[src/rtl/imu_bcc_pkg.sv]
// Shared types and constants for the IMU bias calibration and correction unit.
// Depends on nothing; used by every module under rtl.
package imu_bcc_pkg;

    localparam int unsigned SAMPLE_W  = 16;
    localparam int unsigned GAIN_W    = 17;
    localparam int unsigned OFFSET_W  = 24;
    localparam int unsigned SUM_W     = 24;
    localparam int unsigned STEP_W    = 1;
    localparam int unsigned REG_IDX_W = 3;
    localparam int unsigned CFG_DW    = 24;
    localparam int unsigned TDATA_W   = 144;
    localparam int unsigned AXES      = 3;

    localparam logic [GAIN_W-1:0]   GAIN_X_RST   = 17'd65345;
    localparam logic [GAIN_W-1:0]   GAIN_Y_RST   = 17'd65407;
    localparam logic [GAIN_W-1:0]   GAIN_Z_RST   = 17'd64936;
    localparam logic [OFFSET_W-1:0] OFFSET_X_RST = 24'sd46216;
    localparam logic [OFFSET_W-1:0] OFFSET_Y_RST = -24'sd9883;
    localparam logic [OFFSET_W-1:0] OFFSET_Z_RST = -24'sd80697;

    typedef enum logic [REG_IDX_W-1:0] {
        REG_ENABLE   = 3'd0,
        REG_GAIN_X   = 3'd1,
        REG_GAIN_Y   = 3'd2,
        REG_GAIN_Z   = 3'd3,
        REG_OFFSET_X = 3'd4,
        REG_OFFSET_Y = 3'd5,
        REG_OFFSET_Z = 3'd6
    } t_reg_idx;

    typedef enum logic [1:0] {
        CAL_ACCUM = 2'd0,
        CAL_LOAD  = 2'd1,
        CAL_DIV   = 2'd2,
        CAL_DONE  = 2'd3
    } t_cal_state;

    typedef struct packed {
        logic                               enable;
        logic [AXES-1:0][GAIN_W-1:0]        gain;
        logic [AXES-1:0][OFFSET_W-1:0]      offset;
    } t_cfg;

    typedef struct packed {
        logic busy;
        logic done;
    } t_cal_status;

    // last field in the lowest bits
    typedef struct packed {
        logic [SAMPLE_W-1:0] gyro_z;
        logic [SAMPLE_W-1:0] gyro_y;
        logic [SAMPLE_W-1:0] gyro_x;
        logic [SAMPLE_W-1:0] accel_z;
        logic [SAMPLE_W-1:0] accel_y;
        logic [SAMPLE_W-1:0] accel_x;
        logic [15:0]         time_fine;
        logic [31:0]         time_coarse;
    } t_sample;

    typedef struct packed {
        logic [SAMPLE_W-1:0] rate_out_z;
        logic [SAMPLE_W-1:0] rate_out_y;
        logic [SAMPLE_W-1:0] rate_out_x;
        logic [SAMPLE_W-1:0] acc_out_z;
        logic [SAMPLE_W-1:0] acc_out_y;
        logic [SAMPLE_W-1:0] acc_out_x;
        logic [15:0]         stamp_fine;
        logic [31:0]         stamp_coarse;
    } t_result;

endpackage

[src/rtl/imu_bcc_corr.sv]
// Correction datapath: input register, accel scale/offset with saturation,
// gyro bias removal, result register. Depends on imu_bcc_pkg.
module imu_bcc_corr (
    input  logic                                                    i_clk,
    input  logic                                                    i_rst_n,
    input  logic                                                    i_load,
    input  imu_bcc_pkg::t_sample                                    i_sample,
    input  logic [imu_bcc_pkg::AXES-1:0][imu_bcc_pkg::SAMPLE_W-1:0] i_bias,
    input  imu_bcc_pkg::t_cfg                                       i_cfg,
    input  logic                                                    i_m_ready,
    output logic                                                    o_ready,
    output logic                                                    o_valid,
    output imu_bcc_pkg::t_result                                    o_result
);
    import imu_bcc_pkg::*;

    logic    r_s1_v;
    t_sample r_s1;
    logic    r_out_v;
    t_result r_out;

    logic    s1_move;
    t_result n_out;

    logic [AXES-1:0][SAMPLE_W-1:0] acc_in;
    logic [AXES-1:0][SAMPLE_W-1:0] gyr_in;
    logic [AXES-1:0][SAMPLE_W-1:0] acc_res;
    logic [AXES-1:0][SAMPLE_W-1:0] gyr_res;

    assign s1_move  = r_s1_v && (!r_out_v || i_m_ready);
    assign o_ready  = !r_s1_v || s1_move;
    assign o_valid  = r_out_v;
    assign o_result = r_out;

    assign acc_in = '{r_s1.accel_z, r_s1.accel_y, r_s1.accel_x};
    assign gyr_in = '{r_s1.gyro_z, r_s1.gyro_y, r_s1.gyro_x};

    // (a*g - off*256) / 65536, truncated toward zero, then clamped
    always_comb begin
        for (int i = 0; i < AXES; i++) begin
            logic signed [SAMPLE_W-1:0] a;
            logic signed [GAIN_W:0]     g;
            logic signed [33:0]         prod;
            logic signed [33:0]         off_sh;
            logic signed [33:0]         diff;
            logic signed [33:0]         adj;
            logic        [17:0]         q;
            a      = signed'(acc_in[i]);
            g      = signed'({1'b0, i_cfg.gain[i]});
            prod   = a * g;
            off_sh = {{2{i_cfg.offset[i][OFFSET_W-1]}}, i_cfg.offset[i], 8'd0};
            diff   = prod - off_sh;
            adj    = diff + (diff[33] ? 34'sd65535 : 34'sd0);
            q      = adj[33:16];
            if (!q[17] && (q[16] || q[15])) begin
                acc_res[i] = 16'h7fff;
            end else if (q[17] && !(q[16] && q[15])) begin
                acc_res[i] = 16'h8000;
            end else begin
                acc_res[i] = q[15:0];
            end
            gyr_res[i] = gyr_in[i] - i_bias[i];
        end
    end

    always_comb begin
        n_out.stamp_coarse = r_s1.time_coarse;
        n_out.stamp_fine   = r_s1.time_fine;
        n_out.acc_out_x    = acc_res[0];
        n_out.acc_out_y    = acc_res[1];
        n_out.acc_out_z    = acc_res[2];
        n_out.rate_out_x   = gyr_res[0];
        n_out.rate_out_y   = gyr_res[1];
        n_out.rate_out_z   = gyr_res[2];
    end

    always_ff @(posedge i_clk) begin
        if (!i_rst_n) begin
            r_s1_v  <= 1'b0;
            r_out_v <= 1'b0;
        end else begin
            if (i_load) begin
                r_s1_v <= 1'b1;
            end else if (s1_move) begin
                r_s1_v <= 1'b0;
            end
            if (s1_move) begin
                r_out_v <= 1'b1;
            end else if (i_m_ready) begin
                r_out_v <= 1'b0;
            end
        end
    end

    always_ff @(posedge i_clk) begin
        if (i_load) begin
            r_s1 <= i_sample;
        end
        if (s1_move) begin
            r_out <= n_out;
        end
    end

endmodule
[config.mk]
export PLATFORM = sky130hd
export DESIGN_NAME = imu_bcc_corr
export DESIGN_NICKNAME = d
export VERILOG_FILES = /design/src/rtl/imu_bcc_pkg.sv /design/src/rtl/imu_bcc_corr.sv
export SDC_FILE = /design/constraint.sdc
export NUM_CORES = 2
export LEC_CHECK = 0
export BUFFER_PORTS_ARGS = -buffer_cell sky130_fd_sc_hd__clkbuf_2
export CAP_MARGIN = 10
export CORE_MARGIN = 3
export CORE_UTILIZATION = 40
export CTS_CLUSTER_DIAMETER = 100
export DETAILED_ROUTE_END_ITERATION = 12
export PLACE_DENSITY_LB_ADDON = 0.3
export SYNTH_ARGS = -nofsm -noshare
export SYNTH_HDL_FRONTEND = slang
export SYNTH_SLANG_ARGS = --single-unit
[constraint.sdc]
create_clock -name i_clk -period 11.45 [get_ports i_clk]
set_input_delay 0.5725 -clock i_clk [delete_from_list [all_inputs] [get_ports i_clk]]
set_output_delay 0.5725 -clock i_clk [all_outputs]
set_load 0.005 [all_outputs]
==> reports/summary.md <==
The routed design has 104800 um of wire. The final RePlAce weighted congestion came out at 0.8555. By area the synthesized netlist is led by sky130_fd_sc_hd__fa_1 33%, sky130_fd_sc_hd__edfxtp_1 20%, sky130_fd_sc_hd__ha_1 12%, sky130_fd_sc_hd__inv_1 7.8%, sky130_fd_sc_hd__and2_1 5.8%. The number of hold buffers added after CTS was 0. The area share of the leading cell type in the synthesized netlist works out to 33.05%. The tools report the startpoint class of the critical path as a flop.

For this run, the slowest stage of the critical path takes 760 ps. The minimum clock period was 10240 ps; the initial antenna violation count was 3. The period utilization works out to 89.44%. The setup path with the least slack is of type flop to flop.

The number of setup violations in the final report is 0, and the number of CTS-inserted buffers is 39. The region available for standard cell placement spans 106300 um^2. Headroom to the max-slew limit came out at 29.89%. In the synthesized netlist, mux cells make up 0.2343% of the area.

The run gives 0 ps as the final sum of negative setup slack. The run finished with clean final reports. In this run the mean area of a mapped cell was 9.883 um^2.

The run gives 0 as the count of pins over their slew limit. The run gives 0 as the number of instances resized during post-cts repair. Of the total synthesized cell area, the portion taken by AND, OR, NAND and NOR gates is 14.93%.

At the later pin of the worst-skew pair, clock insertion delay measures 590 ps. In the synthesized netlist the dominant register cell turns out to be sky130_fd_sc_hd__edfxtp_1. In this run the count of I/O pins placed on the die edge is 466. The HPWL after detailed placement is 86130 um. After synthesis, the most frequently instantiated cells are 904 x sky130_fd_sc_hd__inv_1, 714 x sky130_fd_sc_hd__fa_1, 460 x sky130_fd_sc_hd__nand2_1. Of the total synthesized cell area, the portion taken by full adders, half adders and majority gates is 45.20%. The clock root buffer master is sky130_fd_sc_hd__clkbuf_16. The synthesized netlist devotes 7.296% of its cell area to compound gates. TritonCTS built the clock tree. The detailed-route wire length per cell is 17.01 um, and the share of the synthesized netlist area taken by xor and xnor gates is 2.957%.

After synthesis the netlist holds a flip-flop and latch count of 290. For this run, the number of Yosys warnings is 0. Counting flops with a built-in enable in the synthesized netlist gives 288. The clock net in this run drives a total of 290 sinks. The number of global-route vias before repair was 33200; the sequential cell area fraction in the yosys report was 20.09%. Antenna violation net count after detailed routing: 0. The tools report the combined global-route utilization of all metal layers as 19.00%.

For the final database, setup skew stands at 21.39 ps. The pre-antenna-repair detailed-routing pass consisted of 5 iterations. Data on the critical path arrives at its endpoint at 10520 ps.

The cell accounting for the most synthesized area was sky130_fd_sc_hd__fa_1. The worst setup path is captured at a flop. The count of unresolved DRC violations after routing is 0. Net total in the final layout: 6195. The run gives 112100 um^2 as the floorplan die area. The synthesis-to-finish area growth came out at 11.09%. The worst hold path belongs to the class input port to flop.

The longest clock path from root to sink contains 3 buffers. STA puts the critical path data required time at 11730 ps. The post-route netlist has 12.20% of its cells at a drive strength greater than 1.

Entering global routing, the biggest net connects 65 pins. The dominant cell by count in the synthesized netlist is sky130_fd_sc_hd__inv_1. For this design, the slowest cell found on the critical path is sky130_fd_sc_hd__a21oi_1.

In this run the cell area of the synthesized design comes to 43250 um^2. Most common cell type on the critical path: sky130_fd_sc_hd__fa_1. Clock-pin slew was measured on the worst setup and hold paths at 60 ps.

The maximum clock frequency was 0.09765 GHz; the wire length of the first global-routing pass was 172100 um. The share of async-settable or async-resettable flops after synthesis is 0%. By area, the combinational part of the netlist is dominated by adder cells. The net count of the mapped netlist is 5830. The mean number of vias per cell is 5.054.

Setup repair after global routing left no endpoint under its margin. Measured along the x axis, the die boundary spans 334.8 um. The detailed router finished its first iteration with 1500 violations. The cell count after synthesis came out at 4376. For the buffer count from post-CTS setup fixing, the log shows 0. The floorplan step set the die height to 334.8 um. Summing over every cut layer, the via total after detailed routing is 31150.

The logs give 0 for the total grt overflow and 0 for the number of failing hold endpoints at the final stage. Max-cap violations in this run came to 0. At the pin with the least slew margin, the transition time is 1052 ps. The number of standard-cell rows in the floorplan came out at 119. The deepest level of the CTS H-tree is 2, and the port buffer count is 464.

The initial core utilization was 40.68%; the fraction of the core area covered by cells at the end of the flow was 45.20%. In this run the worst path has a maximum fanout of 17. The netlist uses 99 different library cells.
==> layout make-up <==
cell class,count,area (um^2)
tap,1391,1740
multi-input combinational,3032,30550
inverter,907,3405
antenna,1,2.502
sequential,290,8688
timing repair buffer,471,2381
fill,10260,58260
clock buffer,44,994.7
clock inverter,27,286.5
==> state kept, by name, summed over array words and instances, names as in the netlist <==
name,count
o_result,144
acc_in,48
n_out,48
o_valid,1
gyr_in,48
r_s1_v,1
==> routing by layer <==
layer  up-vias  track usage [%]  part of all wire, %
met2       751            33.63                   51
met5         -                0                0.026
met4         4            4.192                  2.1
met1     15690            24.15                   41
li1      14560                -                    -
met3       136            3.543                  5.9
==> cells by family (layout without fill, tap and decap cells) <==
logic type	after synthesis	after routing
other	0	1
DFF	290	290
muxes	10	10
and+or+nand+nor	1270	1270
adders and majority gates	1134	1134
AOI/OAI and AO/OA	472	472
buffers and inverters	1054	1449
xor gates and xnor gates	146	146
==> critical path, delay by kind of cell (launching register included) <==
kind,cells,cell delay (ps)
DFF,1,680
AOI/OAI and AO/OA,8,2750
adders and majority gates,8,3830
and+or+nand+nor,9,1790
buffers and inverters,6,630
muxes,1,230
==> metrics by stage <==
stage / instances / setup WS, ps / cell area [um^2] / hold slack (ps)
6_report: 6163 / 1209 / 48050 / 153.6
5_1_grt: 6162 / 197.8 / 48040 / 103.5
4_1_cts: 6162 / 1146 / 48040 / 80.50
3_5_place_dp: 6091 / 1088 / 46760 / 404.5
3_3_place_gp: 6091 / 1314 / 46760 / 400.4
2_1_floorplan: 4376 / 2625 / 43250 / 400.3
==> layout by cell type (no fill, tap or decap), drive strengths merged, types with 9 or more instances in the layout <==
master     n
o21bai    14
nand2    461
a31oi     18
a211oi    21
nand4     25
nor4      10
inv      912
nor2     141
a21boi    18
o21a      17
clkbuf   507
xor2      41
o21ai    136
nand2b    35
fa       714
clkinv    17
o211ai    17
and2     407
or3       15
and3      26
ha       420
mux2i      9
xnor2    105
edfxtp   288
nand3     48
a21oi    101
nor3      41
a2111oi    9
nor2b     26
a21o      36
o2111ai    9
==> path summary, 6_finish.rpt <==
kind | from | to | slack [ps] | depth (start not counted)
worst min register to register | n_out[1] | o_result[1] | 410 | 0
worst max register to register | acc_in[37] | o_result[88] | 1210 | 32
worst min-delay path | i_sample[59] | acc_in[11] | 150 | 1
worst max-delay path | acc_in[37] | o_result[88] | 1210 | 32
Power is left out: the tool's default activity adds up to more than one toggle a clock period on the data nets, which glitch-free logic cannot reach.
