$ cat src/rtl/imu_bcc_pkg.sv
// Shared types and constants for the IMU bias calibration and correction unit.
// Depends on nothing; used by every module under rtl.
package imu_bcc_pkg;

    localparam int unsigned SAMPLE_W  = 16;
    localparam int unsigned GAIN_W    = 17;
    localparam int unsigned OFFSET_W  = 24;
    localparam int unsigned SUM_W     = 24;
    localparam int unsigned STEP_W    = 1;
    localparam int unsigned REG_IDX_W = 3;
    localparam int unsigned CFG_DW    = 24;
    localparam int unsigned TDATA_W   = 144;
    localparam int unsigned AXES      = 3;

    localparam logic [GAIN_W-1:0]   GAIN_X_RST   = 17'd65345;
    localparam logic [GAIN_W-1:0]   GAIN_Y_RST   = 17'd65407;
    localparam logic [GAIN_W-1:0]   GAIN_Z_RST   = 17'd64936;
    localparam logic [OFFSET_W-1:0] OFFSET_X_RST = 24'sd46216;
    localparam logic [OFFSET_W-1:0] OFFSET_Y_RST = -24'sd9883;
    localparam logic [OFFSET_W-1:0] OFFSET_Z_RST = -24'sd80697;

    typedef enum logic [REG_IDX_W-1:0] {
        REG_ENABLE   = 3'd0,
        REG_GAIN_X   = 3'd1,
        REG_GAIN_Y   = 3'd2,
        REG_GAIN_Z   = 3'd3,
        REG_OFFSET_X = 3'd4,
        REG_OFFSET_Y = 3'd5,
        REG_OFFSET_Z = 3'd6
    } t_reg_idx;

    typedef enum logic [1:0] {
        CAL_ACCUM = 2'd0,
        CAL_LOAD  = 2'd1,
        CAL_DIV   = 2'd2,
        CAL_DONE  = 2'd3
    } t_cal_state;

    typedef struct packed {
        logic                               enable;
        logic [AXES-1:0][GAIN_W-1:0]        gain;
        logic [AXES-1:0][OFFSET_W-1:0]      offset;
    } t_cfg;

    typedef struct packed {
        logic busy;
        logic done;
    } t_cal_status;

    // last field in the lowest bits
    typedef struct packed {
        logic [SAMPLE_W-1:0] gyro_z;
        logic [SAMPLE_W-1:0] gyro_y;
        logic [SAMPLE_W-1:0] gyro_x;
        logic [SAMPLE_W-1:0] accel_z;
        logic [SAMPLE_W-1:0] accel_y;
        logic [SAMPLE_W-1:0] accel_x;
        logic [15:0]         time_fine;
        logic [31:0]         time_coarse;
    } t_sample;

    typedef struct packed {
        logic [SAMPLE_W-1:0] rate_out_z;
        logic [SAMPLE_W-1:0] rate_out_y;
        logic [SAMPLE_W-1:0] rate_out_x;
        logic [SAMPLE_W-1:0] acc_out_z;
        logic [SAMPLE_W-1:0] acc_out_y;
        logic [SAMPLE_W-1:0] acc_out_x;
        logic [15:0]         stamp_fine;
        logic [31:0]         stamp_coarse;
    } t_result;

endpackage

$ cat src/rtl/imu_bcc_cfg.sv
// Configuration register file: enable, accel gains and offsets.
// Depends on imu_bcc_pkg.
module imu_bcc_cfg (
    input  logic                                i_clk,
    input  logic                                i_rst_n,
    input  logic                                i_cfg_valid,
    input  logic [imu_bcc_pkg::REG_IDX_W-1:0]   i_cfg_index,
    input  logic [imu_bcc_pkg::CFG_DW-1:0]      i_cfg_data,
    output logic                                o_cfg_ready,
    output imu_bcc_pkg::t_cfg                   o_cfg
);
    import imu_bcc_pkg::*;

    t_cfg r_cfg;

    assign o_cfg_ready = 1'b1;
    assign o_cfg       = r_cfg;

    always_ff @(posedge i_clk) begin
        if (!i_rst_n) begin
            r_cfg.enable    <= 1'b0;
            r_cfg.gain[0]   <= GAIN_X_RST;
            r_cfg.gain[1]   <= GAIN_Y_RST;
            r_cfg.gain[2]   <= GAIN_Z_RST;
            r_cfg.offset[0] <= OFFSET_X_RST;
            r_cfg.offset[1] <= OFFSET_Y_RST;
            r_cfg.offset[2] <= OFFSET_Z_RST;
        end else if (i_cfg_valid) begin
            case (t_reg_idx'(i_cfg_index))
                REG_ENABLE:   r_cfg.enable    <= i_cfg_data[0];
                REG_GAIN_X:   r_cfg.gain[0]   <= i_cfg_data[GAIN_W-1:0];
                REG_GAIN_Y:   r_cfg.gain[1]   <= i_cfg_data[GAIN_W-1:0];
                REG_GAIN_Z:   r_cfg.gain[2]   <= i_cfg_data[GAIN_W-1:0];
                REG_OFFSET_X: r_cfg.offset[0] <= i_cfg_data[OFFSET_W-1:0];
                REG_OFFSET_Y: r_cfg.offset[1] <= i_cfg_data[OFFSET_W-1:0];
                REG_OFFSET_Z: r_cfg.offset[2] <= i_cfg_data[OFFSET_W-1:0];
                default: begin
                end
            endcase
        end
    end

endmodule

$ cat config.mk
export PLATFORM = sky130hd
export DESIGN_NAME = imu_bcc_cfg
export DESIGN_NICKNAME = d
export VERILOG_FILES = /design/src/rtl/imu_bcc_pkg.sv /design/src/rtl/imu_bcc_cfg.sv
export SDC_FILE = /design/constraint.sdc
export NUM_CORES = 1
export LEC_CHECK = 0
export ABC_AREA = 1
export BUFFER_PORTS_ARGS = -buffer_cell sky130_fd_sc_hd__clkbuf_2
export CAP_MARGIN = 20
export CORE_ASPECT_RATIO = 0.7
export CORE_UTILIZATION = 50
export CTS_CLUSTER_DIAMETER = 200
export DETAILED_ROUTE_END_ITERATION = 6
export PLACE_DENSITY = 0.79
export SYNTH_ARGS = -nofsm -noshare
export SYNTH_HDL_FRONTEND = slang
export SYNTH_SLANG_ARGS = --single-unit
$ cat constraint.sdc
create_clock -name i_clk -period 1.2 [get_ports i_clk]
set_input_delay 0.3 -clock i_clk [delete_from_list [all_inputs] [get_ports i_clk]]
set_output_delay 0.3 -clock i_clk [all_outputs]
set_load 0.03 [all_outputs]
==> impl.org <==
** Outcome
- The run finished, with violations left.
- The checks that failed: setup timing.

** Critical path
- Stage delay of the slowest cell on the critical path :: 0.39 ns
- The largest individual stage delay along the critical path comes from the cell sky130_fd_sc_hd__dfxtp_2.
- Number of buffer and inverter stages on the critical path :: 1
- Series of cell instances along the critical path :: buf_8
- Largest fanout on the critical path :: 2
- The worst setup path is launched from a flip-flop.
- The startpoint identified for the worst register-to-register timing path is o_cfg[70]$_SDFFE_PN1P_.
- Type of the setup path with the least slack :: flip-flop to output pin
- Data on the critical path arrives at its endpoint at 0.96 ns.
- The worst setup path is captured at an output pin.
- The worst register-to-register path ends at o_cfg[70]$_SDFFE_PN1P_.
- Count of cells along the worst register-to-register path :: 4
- Required time worst endpoint :: 0.90 ns
- Worst R2R Setup Slack :: 0.34 ns
- Broken down by cell family, the worst path's largest delay share belongs to flip-flops.

** Synthesis
- In the synthesized netlist, the number of instances is 627.
- The number of nets handed over by synthesis was 657.
- Register bit count reported by yosys :: 124
- Yosys printed 0 warnings.
- The cell area that synthesis handed to floorplanning was 4590 um^2.
- Average footprint of a synthesized cell :: 7.32 um^2
- The number of different library cells used by synthesis comes to 16.
- Sequential cell area fraction in the yosys report :: 54.1%

** Worst hold path
- Type of the most critical hold path :: input pin to flip-flop
- In this run the most critical hold path is launched from i_cfg_data[1].
- End point of the most critical hold path :: o_cfg[90]$_SDFFE_PN1P_
- Counting instances, the worst hold path has a depth of 3.

** Timing
- For the finished layout, the period the worst path requires is 1.26 ns.
- Layout Skew :: 0 ns
- On the final layout, the worst hold slack is 0.142 ns.
- Setup slack on the critical path of the routed design comes to -0.0616 ns.
- Final setup vio count :: 79
- Fmax :: 0.793 GHz
- Number of endpoints with negative hold slack in the final report :: 0
- RSZ-0062 raised after global routing :: true
- Portion of the clock cycle consumed by the worst path in the final layout :: 105%
- Pins Over Slew Limit :: 0

** Floorplanning
- In this run the horizontal extent of the chip is 116 um.
- The initial utilization of the core area, before any placement, comes to 52.8%.
- Height of the die :: 82.1 um
- Number of top-level design ports :: 155
- The die covers 9570 um^2.
- Core Box Area :: 8690 um^2
- Floorplan row count :: 28

** Detailed routing
- Once detail routing completed, the nets flagged for antenna violations numbered 0.
- DRC violations left :: 0
- Via density per instance :: 6.09
- Count of TritonRoute iterations in the first routing pass :: 6
- Detailed routing inserted a total of 5808 vias.
- Wire length after detailed routing :: 21.4 mm
- Wire per inst :: 22.4 um
- DR iter-0 viols :: 900

** Global routing
- Number of global-route vias before repair :: 5252
- Entering global routing, the biggest net connects 47 pins.
- The first global-routing pass estimated 28.4 mm of wire.
- Initial antenna violation count :: 3
- Global routing consumed, over all layers together, 41.0% of the routing resources.
- Global routing finished with a remaining overflow of 0.

** Job
- Max-cap violations in this run came to 0.

** Clock tree
- Clock tree synthesis inserted a total of 17 buffers.
- Sinks on the clock net :: 124
- Clock insertion delay at the later pin of the skew report :: 0.43 ns
- The H-tree was split into 4 levels.
- TritonCTS built the clock tree.
- The clock passes through at most 2 buffers.
- The tree is rooted in a sky130_fd_sc_hd__clkbuf_16.
- Clock slew at reported path FFs :: 0.06 ns

** Pwr
- Summing internal, switching and leakage power gives 0.0110 W.
- IR analysis of the VDD net gives a maximum drop of 1.13 mV.
- Power per Cell Area :: 1390 nW/um^2
- Static Leak :: 3.72 nW

** Final layout
- 0 antenna diodes ended up in the layout.
- The post-route netlist has 44.9% of its cells at a drive strength greater than 1.
- Finished layout cell area :: 7880 um^2
- The register with the most flip-flops in the layout has 124 of them.
- Post-synthesis to final-layout area growth :: 71.8%
- Layout fillers :: 326
- In the final layout, the multi-input gates occupy 1870 um^2.
- Fin nets :: 850
- Storage cell area :: 2650 um^2

** Placed design
- Port buffering added 153 buffers.
- GP Congestion :: 0.903
- Final HPWL from detailed placement :: 9.98 mm
- OpenSTA, run right after detailed placement, puts the worst setup slack at -0.0980 ns.
- Once placement finished, the instance area stood at 5690 um^2.
## cells in the mapped netlist
master / n / area [um^2]
sky130_fd_sc_hd__dfxtp_1: 124 / 2480
sky130_fd_sc_hd__nor2_1: 107 / 402
sky130_fd_sc_hd__buf_4: 2 / 15.0
sky130_fd_sc_hd__a21oi_1: 1 / 5.00
sky130_fd_sc_hd__buf_2: 16 / 80.1
sky130_fd_sc_hd__inv_1: 19 / 71.3
sky130_fd_sc_hd__clkbuf_1: 6 / 22.5
sky130_fd_sc_hd__nand2_1: 208 / 781
sky130_fd_sc_hd__buf_1: 12 / 45.0
sky130_fd_sc_hd__nand3b_1: 8 / 60.1
sky130_fd_sc_hd__clkinv_1: 1 / 3.75
sky130_fd_sc_hd__nand3_1: 116 / 581
sky130_fd_sc_hd__nor2_2: 4 / 25.0
sky130_fd_sc_hd__inv_2: 1 / 3.75
sky130_fd_sc_hd__nand2_2: 1 / 6.26
sky130_fd_sc_hd__conb_1: 1 / 3.75
## cells in the final DEF (no fill, tap or decap), types with 2 or more instances in the layout
cell	n
sky130_fd_sc_hd__inv_1	19
sky130_fd_sc_hd__clkinv_4	2
sky130_fd_sc_hd__nand3_1	116
sky130_fd_sc_hd__clkinvlp_4	6
sky130_fd_sc_hd__buf_8	124
sky130_fd_sc_hd__nand3b_1	8
sky130_fd_sc_hd__nand2_1	208
sky130_fd_sc_hd__clkbuf_2	28
sky130_fd_sc_hd__dfxtp_2	120
sky130_fd_sc_hd__buf_12	11
sky130_fd_sc_hd__nor2_1	105
sky130_fd_sc_hd__dfxtp_4	4
sky130_fd_sc_hd__buf_4	47
sky130_fd_sc_hd__clkbuf_16	17
sky130_fd_sc_hd__nor2_2	6
sky130_fd_sc_hd__clkinv_2	4
## per-layer routing
metal  up-vias  routed length, um  track usage (%)  part of all wire (%)
met5         -                  0                0                     0
met4         0               1630             24.7                   7.6
met3       184               2870             13.5                    13
met2       596               9790             69.3                    46
met1      2664               7100             45.4                    33
li1       2364                  -                -                     -
## tightest hold or removal path: stages
cell and delay [ns]:
sky130_fd_sc_hd__clkbuf_2 0.13, sky130_fd_sc_hd__nand2_1 0.07, sky130_fd_sc_hd__nand3_1 0.05
## timing repair
action / in CTS / in global routing
hold buffers: 0 / 0
endpoints found under the setup margin: 124 / 124
resized for setup: 372 / 128
pin swaps: 0 / 0
hold endpoints to repair: 0 / 0
buffers inserted: 15 / 15
## stage by stage
step,setup TNS (ns),std cells,utilization (%)
2_1_floorplan,0,627,-
3_3_place_gp,-1.21,891,65.5
3_5_place_dp,-4.21,891,65.5
4_1_cts,-1.98,938,87.5
5_1_grt,-2.74,953,90.7
6_report,-1.23,953,90.7
## how the worst max path moves through the flow
stage | from | to | slack, ns | depth (start not counted)
final | o_cfg[14]$_SDFFE_PN0P_ | o_cfg[14] | -0.06 | 1
after global routing | o_cfg[14]$_SDFFE_PN0P_ | o_cfg[14] | -0.06 | 1
after CTS | o_cfg[6]$_SDFFE_PN0P_ | o_cfg[6] | -0.04 | 1
after detailed placement | i_cfg_index[0] | o_cfg[39]$_SDFFE_PN1P_ | -0.1 | 6
after global placement | i_cfg_valid | o_cfg[89]$_SDFFE_PN1P_ | -0.04 | 8
after floorplan | i_cfg_index[2] | o_cfg[25]$_SDFFE_PN0P_ | 0.09 | 6
## cell type report
| type | count | share of cell area (%) |
|---|---|---|
| Sequential cell | 124 | 33.6 |
| Timing Repair Buffer | 210 | 32.7 |
| Multi-Input combinational cell | 446 | 23.7 |
| Clock buffer | 18 | 5.57 |
| Tap cell | 120 | 1.91 |
| Clock inverter | 14 | 1.54 |
| Inverter | 21 | 1.00 |
## where the power goes
group	internal, W	switching, W	total (W)	leakage (nW)
Clock	0.00289	0.00204	0.00493	0.260
Combinational	0.000657	0.000942	0.00160	2.45
Sequential	0.00429	0.000157	0.00445	1.00
## kinds of logic after synthesis
kind of cell    count (synthesis)  share of synthesized area [%]
buf+inv                        57                           5.26
other cells                     1                         0.0818
compound gates                  1                          0.109
flops                         124                           54.1
simple gates                  444                           40.4
Power figures use the tool's default switching activity.
